`config.mk`:
```
export PLATFORM = sky130hd
export DESIGN_NAME = two_level_round_robin_ready_queue
export DESIGN_NICKNAME = d
export VERILOG_FILES = /design/src/tlrrq_pkg.sv /design/src/two_level_round_robin_ready_queue.sv /design/src/tlrrq_cell.sv /design/src/tlrrq_queue.sv
export VERILOG_INCLUDE_DIRS = /design/src /design/src/src
export SDC_FILE = /design/constraint.sdc
export NUM_CORES = 1
export LEC_CHECK = 0
export BUFFER_PORTS_ARGS = -buffer_cell sky130_fd_sc_hd__buf_2
export CORE_MARGIN = 2
export CORE_UTILIZATION = 33
export CTS_CLUSTER_SIZE = 20
export DETAILED_ROUTE_END_ITERATION = 8
export SLEW_MARGIN = 30
export SYNTH_ARGS = -nofsm -noshare
export SYNTH_HDL_FRONTEND = slang
export SYNTH_HIERARCHICAL = 1
export SYNTH_SLANG_ARGS = --single-unit
```
`constraint.sdc`:
```
create_clock -name clk -period 14.28 [get_ports clk]
set_input_delay 2.856 -clock clk [delete_from_list [all_inputs] [get_ports clk]]
set_output_delay 2.856 -clock clk [all_outputs]
set_load 0.005 [all_outputs]
```
`src/two_level_round_robin_ready_queue_macros.svh`:
```
// Assertion macros used by the ready queue top level.
`ifndef TWO_LEVEL_ROUND_ROBIN_READY_QUEUE_MACROS_SVH
`define TWO_LEVEL_ROUND_ROBIN_READY_QUEUE_MACROS_SVH

// Same-cycle implication, sampled on clk, idle during reset
`define TLRRQ_ASSERT_NOW(label, ante, cons, msg) \
	label: assert property (@(posedge clk) disable iff (!arst_n) (ante) |-> (cons)) \
		else $error(msg);

// Next-cycle implication, sampled on clk, idle during reset
`define TLRRQ_ASSERT_NEXT(label, ante, cons, msg) \
	label: assert property (@(posedge clk) disable iff (!arst_n) (ante) |=> (cons)) \
		else $error(msg);

`endif

```
`src/tlrrq_pkg.sv`:
```
// Shared types and constants of the two-level ready queue.
package tlrrq_pkg;

	localparam int QUEUE_DEPTH = 16;
	localparam int ID_BITS     = 16;
	localparam int OP_BITS     = 3;

	// stream word widths, rounded up to whole bytes
	localparam int IN_W     = ((ID_BITS + 7) / 8) * 8;
	localparam int RES_BITS = 2 * ID_BITS + 6;
	localparam int OUT_W    = ((RES_BITS + 7) / 8) * 8;

	typedef enum logic [OP_BITS-1:0] {
		OP_ENQ_COMMON = 3'd0,
		OP_ENQ_RT     = 3'd1,
		OP_ROT_COMMON = 3'd2,
		OP_ROT_RT     = 3'd3,
		OP_REM_COMMON = 3'd4,
		OP_REM_RT     = 3'd5
	} op_t;

	// per-cycle command to every cell of one queue
	typedef struct packed {
		logic push;
		logic pop;
		logic rotate;
	} cell_ctl_t;

	// result word, last field in the lowest bits
	typedef struct packed {
		logic               error;
		logic               realtime_empty;
		logic               common_empty;
		logic               running_is_realtime;
		logic [ID_BITS-1:0] running_id;
		logic               running_valid;
		logic [ID_BITS-1:0] removed_id;
		logic               removed_valid;
	} result_t;

endpackage

```
`src/two_level_round_robin_ready_queue.sv`:
```
// The result word is registered and appears on m_tdata in the cycle after the operation word is taken.
// Throughput: one operation per cycle while m_tready is high; all cells of a queue shift at once.
// s_tready is high whenever the result register is empty or being read.
// Reset (arst_n low) empties both queues by clearing the cell flags and drops m_tvalid;
// stored ids are not cleared and are only read once written.
// Top level of the two-level real-time / common ready queue.
module two_level_round_robin_ready_queue (
	input  logic                          clk,
	input  logic                          arst_n,
	input  logic                          s_tvalid,
	output logic                          s_tready,
	input  logic [tlrrq_pkg::IN_W-1:0]    s_tdata,  // process_id
	input  logic [tlrrq_pkg::OP_BITS-1:0] s_tuser,  // operation
	output logic                          m_tvalid,
	input  logic                          m_tready,
	// removed_valid, removed_id, running_valid, running_id, running_is_realtime,
	// common_empty, realtime_empty, error, zero fill
	output logic [tlrrq_pkg::OUT_W-1:0]   m_tdata
);

	logic                          accept;
	tlrrq_pkg::op_t                op;
	logic [tlrrq_pkg::ID_BITS-1:0] pid;
	tlrrq_pkg::cell_ctl_t          c_ctl, r_ctl;
	logic [tlrrq_pkg::ID_BITS-1:0] c_head, c_head_nxt, r_head, r_head_nxt;
	logic                          c_empty, c_empty_nxt, c_full, c_several;
	logic                          r_empty, r_empty_nxt, r_full, r_several;
	logic                          c_pop, r_pop, err;
	tlrrq_pkg::result_t            res;
	logic                          m_tvalid_q;
	logic [tlrrq_pkg::OUT_W-1:0]   m_tdata_q;
	tlrrq_pkg::result_t            out_res;

	assign s_tready = !m_tvalid_q || m_tready;
	assign accept   = s_tvalid && s_tready;
	assign op       = tlrrq_pkg::op_t'(s_tuser);
	assign pid      = s_tdata[tlrrq_pkg::ID_BITS-1:0];

	// decode the operation into cell commands
	always_comb begin
		c_ctl = '0;
		r_ctl = '0;
		c_pop = 1'b0;
		r_pop = 1'b0;
		err   = 1'b0;
		case (op)
			tlrrq_pkg::OP_ENQ_COMMON: begin
				c_ctl.push = !c_full;
				err        = c_full;
			end
			tlrrq_pkg::OP_ENQ_RT: begin
				r_ctl.push = !r_full;
				err        = r_full;
			end
			tlrrq_pkg::OP_ROT_COMMON: begin
				// a single entry rotates onto itself, so only shift with two or more
				c_ctl.rotate = c_several;
				err          = c_empty;
			end
			tlrrq_pkg::OP_ROT_RT: begin
				r_ctl.rotate = r_several;
			end
			tlrrq_pkg::OP_REM_COMMON: begin
				c_pop = !c_empty;
			end
			tlrrq_pkg::OP_REM_RT: begin
				// fall through to the common queue when real-time is empty
				r_pop = !r_empty;
				c_pop = r_empty && !c_empty;
			end
			default: begin
			end
		endcase
		c_ctl.pop = c_pop;
		r_ctl.pop = r_pop;
		// apply nothing unless a word is taken
		if (!accept) begin
			c_ctl = '0;
			r_ctl = '0;
		end
	end

	tlrrq_queue u_common (
		.clk       (clk),
		.arst_n    (arst_n),
		.ctl       (c_ctl),
		.push_id   (pid),
		.head_id   (c_head),
		.head_nxt  (c_head_nxt),
		.empty     (c_empty),
		.empty_nxt (c_empty_nxt),
		.full      (c_full),
		.several   (c_several)
	);

	tlrrq_queue u_realtime (
		.clk       (clk),
		.arst_n    (arst_n),
		.ctl       (r_ctl),
		.push_id   (pid),
		.head_id   (r_head),
		.head_nxt  (r_head_nxt),
		.empty     (r_empty),
		.empty_nxt (r_empty_nxt),
		.full      (r_full),
		.several   (r_several)
	);

	// build the result: removed id from the current head, the rest from the post-operation queue state
	always_comb begin
		res                     = '0;
		res.removed_valid       = c_pop || r_pop;
		res.removed_id          = r_pop ? r_head : (c_pop ? c_head : '0);
		res.running_valid       = !r_empty_nxt || !c_empty_nxt;
		res.running_is_realtime = !r_empty_nxt;
		res.running_id          = !r_empty_nxt ? r_head_nxt :
		                          (!c_empty_nxt ? c_head_nxt : '0);
		res.common_empty        = c_empty_nxt;
		res.realtime_empty      = r_empty_nxt;
		res.error               = err;
	end

	// hold the result word until taken
	always_ff @(posedge clk or negedge arst_n) begin
		if (!arst_n) begin
			m_tvalid_q <= 1'b0;
		end else if (s_tready) begin
			m_tvalid_q <= s_tvalid;
		end
	end

	always_ff @(posedge clk) begin
		if (accept) begin
			m_tdata_q <= tlrrq_pkg::OUT_W'(res);
		end
	end

	assign m_tvalid = m_tvalid_q;
	assign m_tdata  = m_tdata_q;
	assign out_res  = tlrrq_pkg::result_t'(m_tdata_q[tlrrq_pkg::RES_BITS-1:0]);

`include "two_level_round_robin_ready_queue_macros.svh"

	`TLRRQ_ASSERT_NEXT(a_accept_gives_word, accept, m_tvalid_q, "taken word gave no result")
	`TLRRQ_ASSERT_NEXT(a_error_keeps_fill, accept && err, $stable(c_empty) && $stable(r_empty), "rejected operation changed a queue")
	`TLRRQ_ASSERT_NOW(a_realtime_first, m_tvalid_q && !out_res.realtime_empty, out_res.running_is_realtime && out_res.running_valid, "common id running while real-time work waits")

endmodule

```
`src/tlrrq_cell.sv`:
```
// One slot of a shifting queue: holds an id and its occupied flag.
module tlrrq_cell (
	input  logic                          clk,
	input  logic                          arst_n,
	input  tlrrq_pkg::cell_ctl_t          ctl,
	input  logic [tlrrq_pkg::ID_BITS-1:0] push_id,
	input  logic [tlrrq_pkg::ID_BITS-1:0] head_id,
	input  logic                          prev_valid,
	input  logic                          next_valid,
	input  logic [tlrrq_pkg::ID_BITS-1:0] next_id,
	output logic                          valid_q,
	output logic [tlrrq_pkg::ID_BITS-1:0] id_q,
	output logic                          valid_nxt,
	output logic [tlrrq_pkg::ID_BITS-1:0] id_nxt
);

	// pick the next slot contents from the command and the neighbours
	always_comb begin
		valid_nxt = valid_q;
		id_nxt    = id_q;
		if (ctl.pop) begin
			valid_nxt = next_valid;
			id_nxt    = next_id;
		end else if (ctl.rotate) begin
			// the last occupied slot takes the old head, the rest advance
			id_nxt = (valid_q && !next_valid) ? head_id : next_id;
		end else if (ctl.push && !valid_q && prev_valid) begin
			valid_nxt = 1'b1;
			id_nxt    = push_id;
		end
	end

	// hold the occupied flag
	always_ff @(posedge clk or negedge arst_n) begin
		if (!arst_n) begin
			valid_q <= 1'b0;
		end else begin
			valid_q <= valid_nxt;
		end
	end

	// hold the id
	always_ff @(posedge clk) begin
		id_q <= id_nxt;
	end

endmodule

```
`src/tlrrq_queue.sv`:
```
// FIFO built from a row of cells, head in the first cell.
module tlrrq_queue (
	input  logic                          clk,
	input  logic                          arst_n,
	input  tlrrq_pkg::cell_ctl_t          ctl,
	input  logic [tlrrq_pkg::ID_BITS-1:0] push_id,
	output logic [tlrrq_pkg::ID_BITS-1:0] head_id,
	output logic [tlrrq_pkg::ID_BITS-1:0] head_nxt,
	output logic                          empty,
	output logic                          empty_nxt,
	output logic                          full,
	output logic                          several
);

	localparam int D = tlrrq_pkg::QUEUE_DEPTH;

	logic                          valid_c [D];
	logic [tlrrq_pkg::ID_BITS-1:0] id_c    [D];
	logic                          vnxt_c  [D];
	logic [tlrrq_pkg::ID_BITS-1:0] inxt_c  [D];

	// chain the cells: each looks at its neighbours and at the head cell
	for (genvar i = 0; i < D; i++) begin : g_cell
		logic                          prev_v;
		logic                          next_v;
		logic [tlrrq_pkg::ID_BITS-1:0] next_d;

		if (i == 0) begin : g_first
			assign prev_v = 1'b1;
		end else begin : g_mid
			assign prev_v = valid_c[i-1];
		end

		if (i == D - 1) begin : g_last
			assign next_v = 1'b0;
			assign next_d = '0;
		end else begin : g_inner
			assign next_v = valid_c[i+1];
			assign next_d = id_c[i+1];
		end

		tlrrq_cell u_cell (
			.clk        (clk),
			.arst_n     (arst_n),
			.ctl        (ctl),
			.push_id    (push_id),
			.head_id    (id_c[0]),
			.prev_valid (prev_v),
			.next_valid (next_v),
			.next_id    (next_d),
			.valid_q    (valid_c[i]),
			.id_q       (id_c[i]),
			.valid_nxt  (vnxt_c[i]),
			.id_nxt     (inxt_c[i])
		);
	end

	// report head and fill state
	assign head_id   = id_c[0];
	assign head_nxt  = inxt_c[0];
	assign empty     = !valid_c[0];
	assign empty_nxt = !vnxt_c[0];
	assign full      = valid_c[D-1];
	assign several   = valid_c[1];

endmodule

```
== Word-level counts from Yosys, hierarchy flattened ==
Cells that the tools add are included.
Cells by class
  $add $sub $neg: 0
  multipliers: 0
  div/mod/pow operators: 0
  magnitude comparators: 0
  eq/ne operators: 7
  shifts and indexed selects: 0
  muxes and demuxes: 235
  bitwise operators: 0
  reductions and logical operators: 223
Operators by type and width (number)
  $mux 16: 130
  $mux 1: 101
  $logic_and 1x1->1: 94
  $reduce_bool 3->1: 28
  $reduce_bool 2->1: 32
  $reduce_and 2->1: 30
  $logic_not 1->1: 35
  $eq 3x2->1 const B: 2
  $eq 3x3->1 const B: 2
  $mux 3: 2
  $ne 2x1->1 const B: 2
  $eq 3x1->1 const B: 1
  $logic_not 3->1: 1
  $logic_or 1x1->1: 3
  $pmux 1 s3: 1
  $pmux 1 s2: 1
Storage, ports and cells
  register bits: 583
  latch bits: 0
  bits in writable memories: 0
  bits in read-only memories: 0
  output and inout bits: 42
  logic and storage cells: 531
  memories kept: 0

== Depth between registers and ports, before layout ==
Gate-level depths: netlist of the first run.
  depth in word-level cells: 10
  depth in mapped cells: 12
  depth with buffers taken out: 10

== Cells and area by module ==
Netlist of the first run, hierarchy kept.
By module, submodules not included
  tlrrq_cell: instances 32, cells each 95, area each 962.2 um^2, seq. area each 345.3 um^2
  two_level_round_robin_ready_queue: instances 1, cells each 104, area each 1675.4 um^2, seq. area each 1166.1 um^2
  tlrrq_queue: instances 2, cells each 4, area each 15.0 um^2, seq. area each 0.0 um^2

== Worst setup path after synthesis of the first run ==
OpenSTA, ideal clock, no wires.
  path type: input to register
  start point: input m_tready
  end point: register m_tdata_q (netlist bit m_tdata[22]) (data pin)
  setup time: 0.256 ns
  arrival time: 9.995 ns
  data required time: 14.024 ns
  slack: 4.028 ns
  stages on the path: 10
  path buffers: 1
  path through: nand2b_1 -> nand3b_1 -> nor4b_1 -> a31oi_1 -> o21ai_0 -> inv_1 -> inv_2 -> nor2_1 -> buf_4 -> a22o_1
RTL lines
  start, declared: line two_level_round_robin_ready_queue.sv:15  | input logic m_tready,
  end signal, assigned: line two_level_round_robin_ready_queue.sv:134  | m_tdata_q <= tlrrq_pkg::OUT_W'(res);
  end, declared: line two_level_round_robin_ready_queue.sv:31  | logic [tlrrq_pkg::OUT_W-1:0] m_tdata_q;

== Worst setup path after layout of the first run ==
  start point: input m_tready
  end point: output s_tready
Between the ends
  word-level cells in the longest chain between the ends: 1
Ends and longest elaborated chain
  $logic_or 1x1->1: line two_level_round_robin_ready_queue.sv:34  | assign s_tready = !m_tvalid_q || m_tready;
  end, declared: line two_level_round_robin_ready_queue.sv:11  | output logic s_tready,
No other way between the ends.

==> results of run 1 <==
## sequential cells by signal (all words and copies together) (netlist names)
signal,cells
u_common/g_cell.u_cell/id_q,256
u_realtime/g_cell.u_cell/id_q,256
m_tdata,38
u_common/g_cell.u_cell/valid_q,16
u_realtime/g_cell.u_cell/valid_q,16
m_tvalid,1
## area by class of cell
type / count / area (um^2) / area share
diodes: 3 / 7.51 / 0.000213
clock buffers: 97 / 1960 / 0.0556
clock inverters: 20 / 239 / 0.00677
inverters: 549 / 2060 / 0.0584
multi-input cells: 1893 / 16300 / 0.463
flip-flops and latches: 583 / 12200 / 0.346
well taps: 1287 / 1610 / 0.0456
repair buffers: 124 / 833 / 0.0236
## layer usage
layer / up-vias / wire, um / part of all wire / GRT usage
met2: 804 / 45700 / 0.46 / 0.304
met3: 191 / 6290 / 0.063 / 0.0308
li1: 11458 / - / - / -
met5: - / 11 / 0.00011 / 0
met4: 2 / 3100 / 0.031 / 0.0639
met1: 12130 / 44600 / 0.45 / 0.260
## cell families after synthesis
logic type / Yosys count / share of synthesized area
other: 5 / 0.000578
AOI/OAI and AO/OA: 642 / 0.227
and+or+nand+nor: 694 / 0.110
buffers and inverters: 715 / 0.128
muxes: 513 / 0.158
DFF: 583 / 0.376
## power by group through the flow
stage / combinational (mW) / sequential (mW) / clock, mW
floorplan: 1.76 / 2.97 / 0
global placement: 2.44 / 3.11 / 0
detailed placement: 2.48 / 3.14 / 0
CTS: 2.49 / 3.12 / 1.78
global route: 2.73 / 3.22 / 1.85
finish: 2.53 / 3.13 / 1.76
## cell usage in the layout (no fill, tap or decap), types with 3 or more instances in the layout
master / count
buf_4: 64
diode_2: 3
dfxtp_1: 504
clkbuf_8: 15
a31oi_1: 32
clkinv_2: 12
nor2_1: 504
a221oi_2: 320
clkbuf_1: 14
a21o_1: 32
inv_1: 548
bufinv_16: 5
nand2b_1: 34
o21ai_0: 32
edfxtp_1: 38
conb_1: 44
buf_2: 57
mux2i_1: 513
nand3b_4: 32
a22o_2: 9
clkbuf_16: 68
dfrtp_1: 33
nand2_1: 36
nand4bb_1: 32
a221oi_1: 192
nor2_4: 5
nor4_1: 32
dfxtp_2: 8
nor2_2: 7
and2_4: 3
a22o_1: 22
## metrics by stage
stage	std cells	power, mW	util	setup WS (ns)	hold WS, ns
after floorplan	3191	4.73	-	4.03	0.440
after detailed placement	4434	5.62	0.337	7.66	0.453
after global routing	4555	7.80	0.360	8.13	0.472
after global placement	4433	5.55	0.336	7.67	0.449
final	4556	7.42	0.360	8.16	0.452
after CTS	4551	7.39	0.359	8.17	0.451
## critical path, stage by stage
cell and delay [ns]:
buf_2 0.09, nand2b_1 0.17, buf_2 0.15
## worst paths after layout
kind,to
max reg2reg,m_tdata[18]
min in group asynchronous,u_common/g_cell[2].u_cell/valid_q
min,u_realtime/g_cell[8].u_cell/id_q[14]
max in group asynchronous,u_realtime/g_cell[13].u_cell/valid_q
max,s_tready
min reg2reg,u_realtime/g_cell[8].u_cell/id_q[14]
==> impl_results.md, run 1 <==
* Seq pwr share at 0.422
* Avg Inst Size Synth at 10.3 um^2
* H-Tree Depth at 3
* Number of synthesized flops with an enable pin at 38
* Fmax at 163 MHz
* Sequential element share of the synthesized area at 0.376
* Reg2Reg Setup Slack at 10.53 ns
* Hold Path Stages at 2
* Status: finished clean
* Switching pwr at roughly 2.8 mW
* Clock buffers created by TritonCTS at 66
* Nets at 3240
* Die area at 101000 um^2
* CTS clk-pin slew, worst paths at ~0.060 ns
* Leakage at 19.2 nW
* CP startpoint: m_tready
* HP Class: reg -> reg
* Setup CP Type: in -> out
* Number of remaining DRC errors at 0
* Setup violators final at 0
* Tmin final at 6.12 ns
* Synth top area cells: dfxtp_1 (32%), mux2i_1 (16%), a221oi_2 (15%), inv_1 (6.3%), nor2_1 (5.9%)
* I/O Buffers at 62
* Nature of the critical path endpoint: output port
* Hold Violations, Final at 0
* Post-detail-place hpwl at 59.9 mm
* Initial DRC count at 2457
* Sw frac at 0.372
* Final ANT Viol Nets at 0
* Most common library cells after synthesis: inv_1 (548), nor2_1 (515), mux2i_1 (513)
* Routed WL at between 90 and 100 mm
* Placer's final routability congestion estimate at 0.840
* Critical Path AT at 3.27 ns
* PostCTS Resize Cnt at 0
* Clock Path Buffers at 3
* RR Startpoint: u_realtime/g_cell[0].u_cell/valid_q
* Worst-Skew Late Latency at 0.60 ns
* Slew @ Worst Pin at 1.01 ns
* Initial antenna violation count at 4
* Via density at 5.40
* Via count at roughly 25000
* Pre-antenna DRT Iters at 6
* Clock sink count at around 600
* Logic pwr share at 0.341
* Core Area at 98000 um^2
* Max-cap violations at 0
* Mapped Area at 32500 um^2
* Vias in the first global route at roughly 24000
* Worst reg2reg path depth at 9
* Yosys reg bits at ~580
* Synth area leader: dfxtp_1
* Die height at roughly 320 um
* Final Cycle Share at 0.429
* Required time at the worst-slack endpoint at ~11 ns
* Fillers at 9748
* Dpl cell area at 33000 um^2
* Max-slew headroom at 0.329
* First-pass GRT wire length at roughly 150 mm
* Ys flop type: dfxtp_1
* Setup bufs post-CTS at 0
* Setup Skew at 0.0325 ns
* # hold bufs at CTS at 0
* Grt ovf at 0
* Hold Path Origin: u_realtime/g_cell[9].u_cell/id_q[14]
* Post-route cell area at 35300 um^2
* Count leader, synth: inv_1
* Layout cells sized above 1 at 0.189
* Final slew viol count at 0
* Root Driver: clkbuf_16
* Clock power frac at 0.237
* FFs w/ async S/R, synth at 0.0566
* Ports at 65
* RSZ-0062 raised after global routing: no
* Area Overhead vs Synth at 8.59%
* Post-synthesis cell type count at 37
* Die Wd at 318 um
* Int Pwr at 4.66 mW
* Largest net degree at the start of global routing at 97
* Setup tns final at 0 ns
* Initial Util at 0.332
* Total Routing Usage GR at 0.190
* Ys Warns at 6
* Pwr per Cell Area at 210 nW/um^2
* Peak VDD IR at 121 uV
* Post-synth top area share at 0.315
* TritonCTS clock tree: built
* Wire length per cell at roughly 22 um
* FP Rows at 115
* Critical Path Fanout Max at 4
* CP Launch Type: primary input
* Post-Syn Instances at between 3000 and 4000
(Power assumes the default switching activity.)
==> run 2, diff against run 1 <==
- clock period: 14.28 -> 6.1 ns (I/O delays scaled with it)
==> run 2 against run 1 <==
  * Sequential power up 140%
  * Total power up 130%
  * Non-clock buffer count is 2 lower
  * Flip-flop and latch count unchanged
  * Design area down 0.21%
  * Register-to-register slack worse by 8.4 ns
  * Via count rose by 0.67%
  * Core utilization fell by 0.077 points
  * Critical path depth up 6
  * Critical path type is now in -> reg
  * Highest routed layer unchanged
==> impl_results.md, run 2 (synthesis results as in run 1) <==
* Status: finished clean
* Hold Violations, Final at 0
* Final Cycle Share at 0.668
* Max-slew headroom at 0.308
* Final ANT Viol Nets at 0
* Largest net degree at the start of global routing at 59
* Pwr per Cell Area at 491 nW/um^2
* Worst-Skew Late Latency at 0.62 ns
* Min Hold Slack at ~0.44 ns
* # hold bufs at CTS at 0
* Commonest non-fill, non-tap cell in the layout: inv_1
* Setup Skew at 0.0316 ns
* Vias in the first global route at 23918
* Clock Path Buffers at 3
* Tmin final at 4.07 ns
* Placer's final routability congestion estimate at 0.855
* Ports at 65
* Critical Path Fanout Max at 58
* Setup CP Type: in -> reg
* Nets at ~3200
* First-pass GRT wire length at 150 mm
* Clock buffers created by TritonCTS at 66
* Clock power frac at 0.235
* Via count at approximately 25000
* Routed WL at 99.4 mm
* Initial Util at 0.332
* Post-detail-place hpwl at 61.6 mm
* PostCTS Resize Cnt at 0
* Int Pwr at 10.8 mW
* HP Class: reg -> reg
* Sw frac at 0.374
* Switching pwr at 6.46 mW
* I/O Buffers at 62
* Nature of the critical path endpoint: register
* Final slew viol count at 0
* Setup bufs post-CTS at 0
* Max-cap violations at 0
* Pre-antenna DRT Iters at 6
* CP Launch Type: primary input
* Seq pwr share at 0.437
* Die area at approximately 100000 um^2
* Fmax at 246 MHz
* Slew @ Worst Pin at 1.04 ns
* H-Tree Depth at 3
* Layout cells sized above 1 at 0.187
* Root Driver: clkbuf_16
* Initial DRC count at 2073
* Grt ovf at 0
* Setup tns final at 0 ns
* RSZ-0062 raised after global routing: no
* Wire length per cell at between 20 and 25 um
* Required time at the worst-slack endpoint at 6.59 ns
* Peak VDD IR at between 200 and 250 uV
* Number of remaining DRC errors at 0
* Critical Path AT at 4.56 ns
* CTS clk-pin slew, worst paths at 0.06 ns
* Leakage at 19.1 nW
* TritonCTS clock tree: built
* Die height at 318 um
* Hold Path Stages at 2
* Via density at approximately 5.4
* Initial antenna violation count at 5
* Worst reg2reg path depth at 9
* FP Rows at 115
* Most frequent cells in the layout: inv_1 (548), mux2i_1 (513), nor2_1 (506), dfxtp_1 (500), a221oi_2 (320)
* Total Routing Usage GR at 0.188
* Core Area at just under 100000 um^2
* Logic pwr share at 0.327
* Area Overhead vs Synth at 8.36%
* Clock sink count at 583
* Die Wd at approximately 320 um
* Setup violators final at 0
* Fillers at 9806
-- run 2: changes by cell type in the layout (fill, tap and decap cells not counted), sizes merged --
cell	previous run	this run
buf	124	122
clkinv	14	9
clkinvlp	0	2
bufinv	5	3
diode	3	2
clkbuf	97	99
inv	550	552
-- run 2: layer usage --
| layer | global-route usage | share of wire | vias up |
|---|---|---|---|
| li1 | - | - | 11447 |
| met1 | 0.251 | 0.44 | 12236 |
| met2 | 0.307 | 0.46 | 847 |
| met3 | 0.0308 | 0.061 | 212 |
| met4 | 0.0666 | 0.033 | 8 |
| met5 | 0 | 0.00053 | - |
-- run 2: metrics by stage --
| stage | total power [mW] | cell area (um^2) | utilization | cells | worst slack, ns |
|---|---|---|---|---|---|
| global placement | 13.0 | 33000 | 0.337 | 4434 | 1.57 |
| detailed placement | 13.1 | 33000 | 0.337 | 4434 | 1.46 |
| global route | 18.1 | 35200 | 0.359 | 4550 | 1.82 |
| CTS | 17.2 | 35200 | 0.359 | 4550 | 2.10 |
| finish | 17.3 | 35200 | 0.359 | 4552 | 2.03 |
| floorplan | 11.1 | 32700 | - | 3191 | 0.155 |
-- run 2: path summary, 6_finish.rpt --
| path | startpoint | to | slack (ns) |
|---|---|---|---|
| worst max-delay path | s_tuser[1] | m_tdata[19] | 2.03 |
| worst min-delay path | u_realtime/g_cell[9].u_cell/id_q[3] | u_realtime/g_cell[8].u_cell/id_q[3] | 0.44 |
| worst max register to register | u_realtime/g_cell[0].u_cell/valid_q | m_tdata[19] | 2.10 |
| worst min register to register | u_realtime/g_cell[9].u_cell/id_q[3] | u_realtime/g_cell[8].u_cell/id_q[3] | 0.44 |
| max in group asynchronous | arst_n | u_realtime/g_cell[11].u_cell/valid_q | 5.07 |
| min in group asynchronous | arst_n | u_common/g_cell[2].u_cell/valid_q | 0.60 |
-- run 2: power groups by stage --
stage | clock, mW | combinational (mW) | sequential (mW)
floorplan | 0 | 4.13 | 6.95
finish | 4.07 | 5.65 | 7.55
global route | 4.27 | 6.11 | 7.75
CTS | 4.13 | 5.57 | 7.52
global placement | 0 | 5.46 | 7.51
detailed placement | 0 | 5.55 | 7.57
-- run 2: worst max-delay path: stages --
cell	delay [ns]
buf_2	0.16
nand2b_4	0.18
nor2_2	0.61
and2_4	0.53
buf_4	0.54
nand4bb_1	0.70
nor2_1	0.08
a221oi_1	0.33
a22o_1	0.21
-- run 2: cell type report --
class	instances	area [um^2]	area share
inverter	549	2060	0.0585
tap	1287	1610	0.0457
multi-input combinational	1893	16400	0.464
sequential	583	12200	0.347
antenna	2	5.00	0.000142
timing repair buffer	122	773	0.0220
clock buffer	99	1970	0.0559
clock inverter	17	206	0.00586
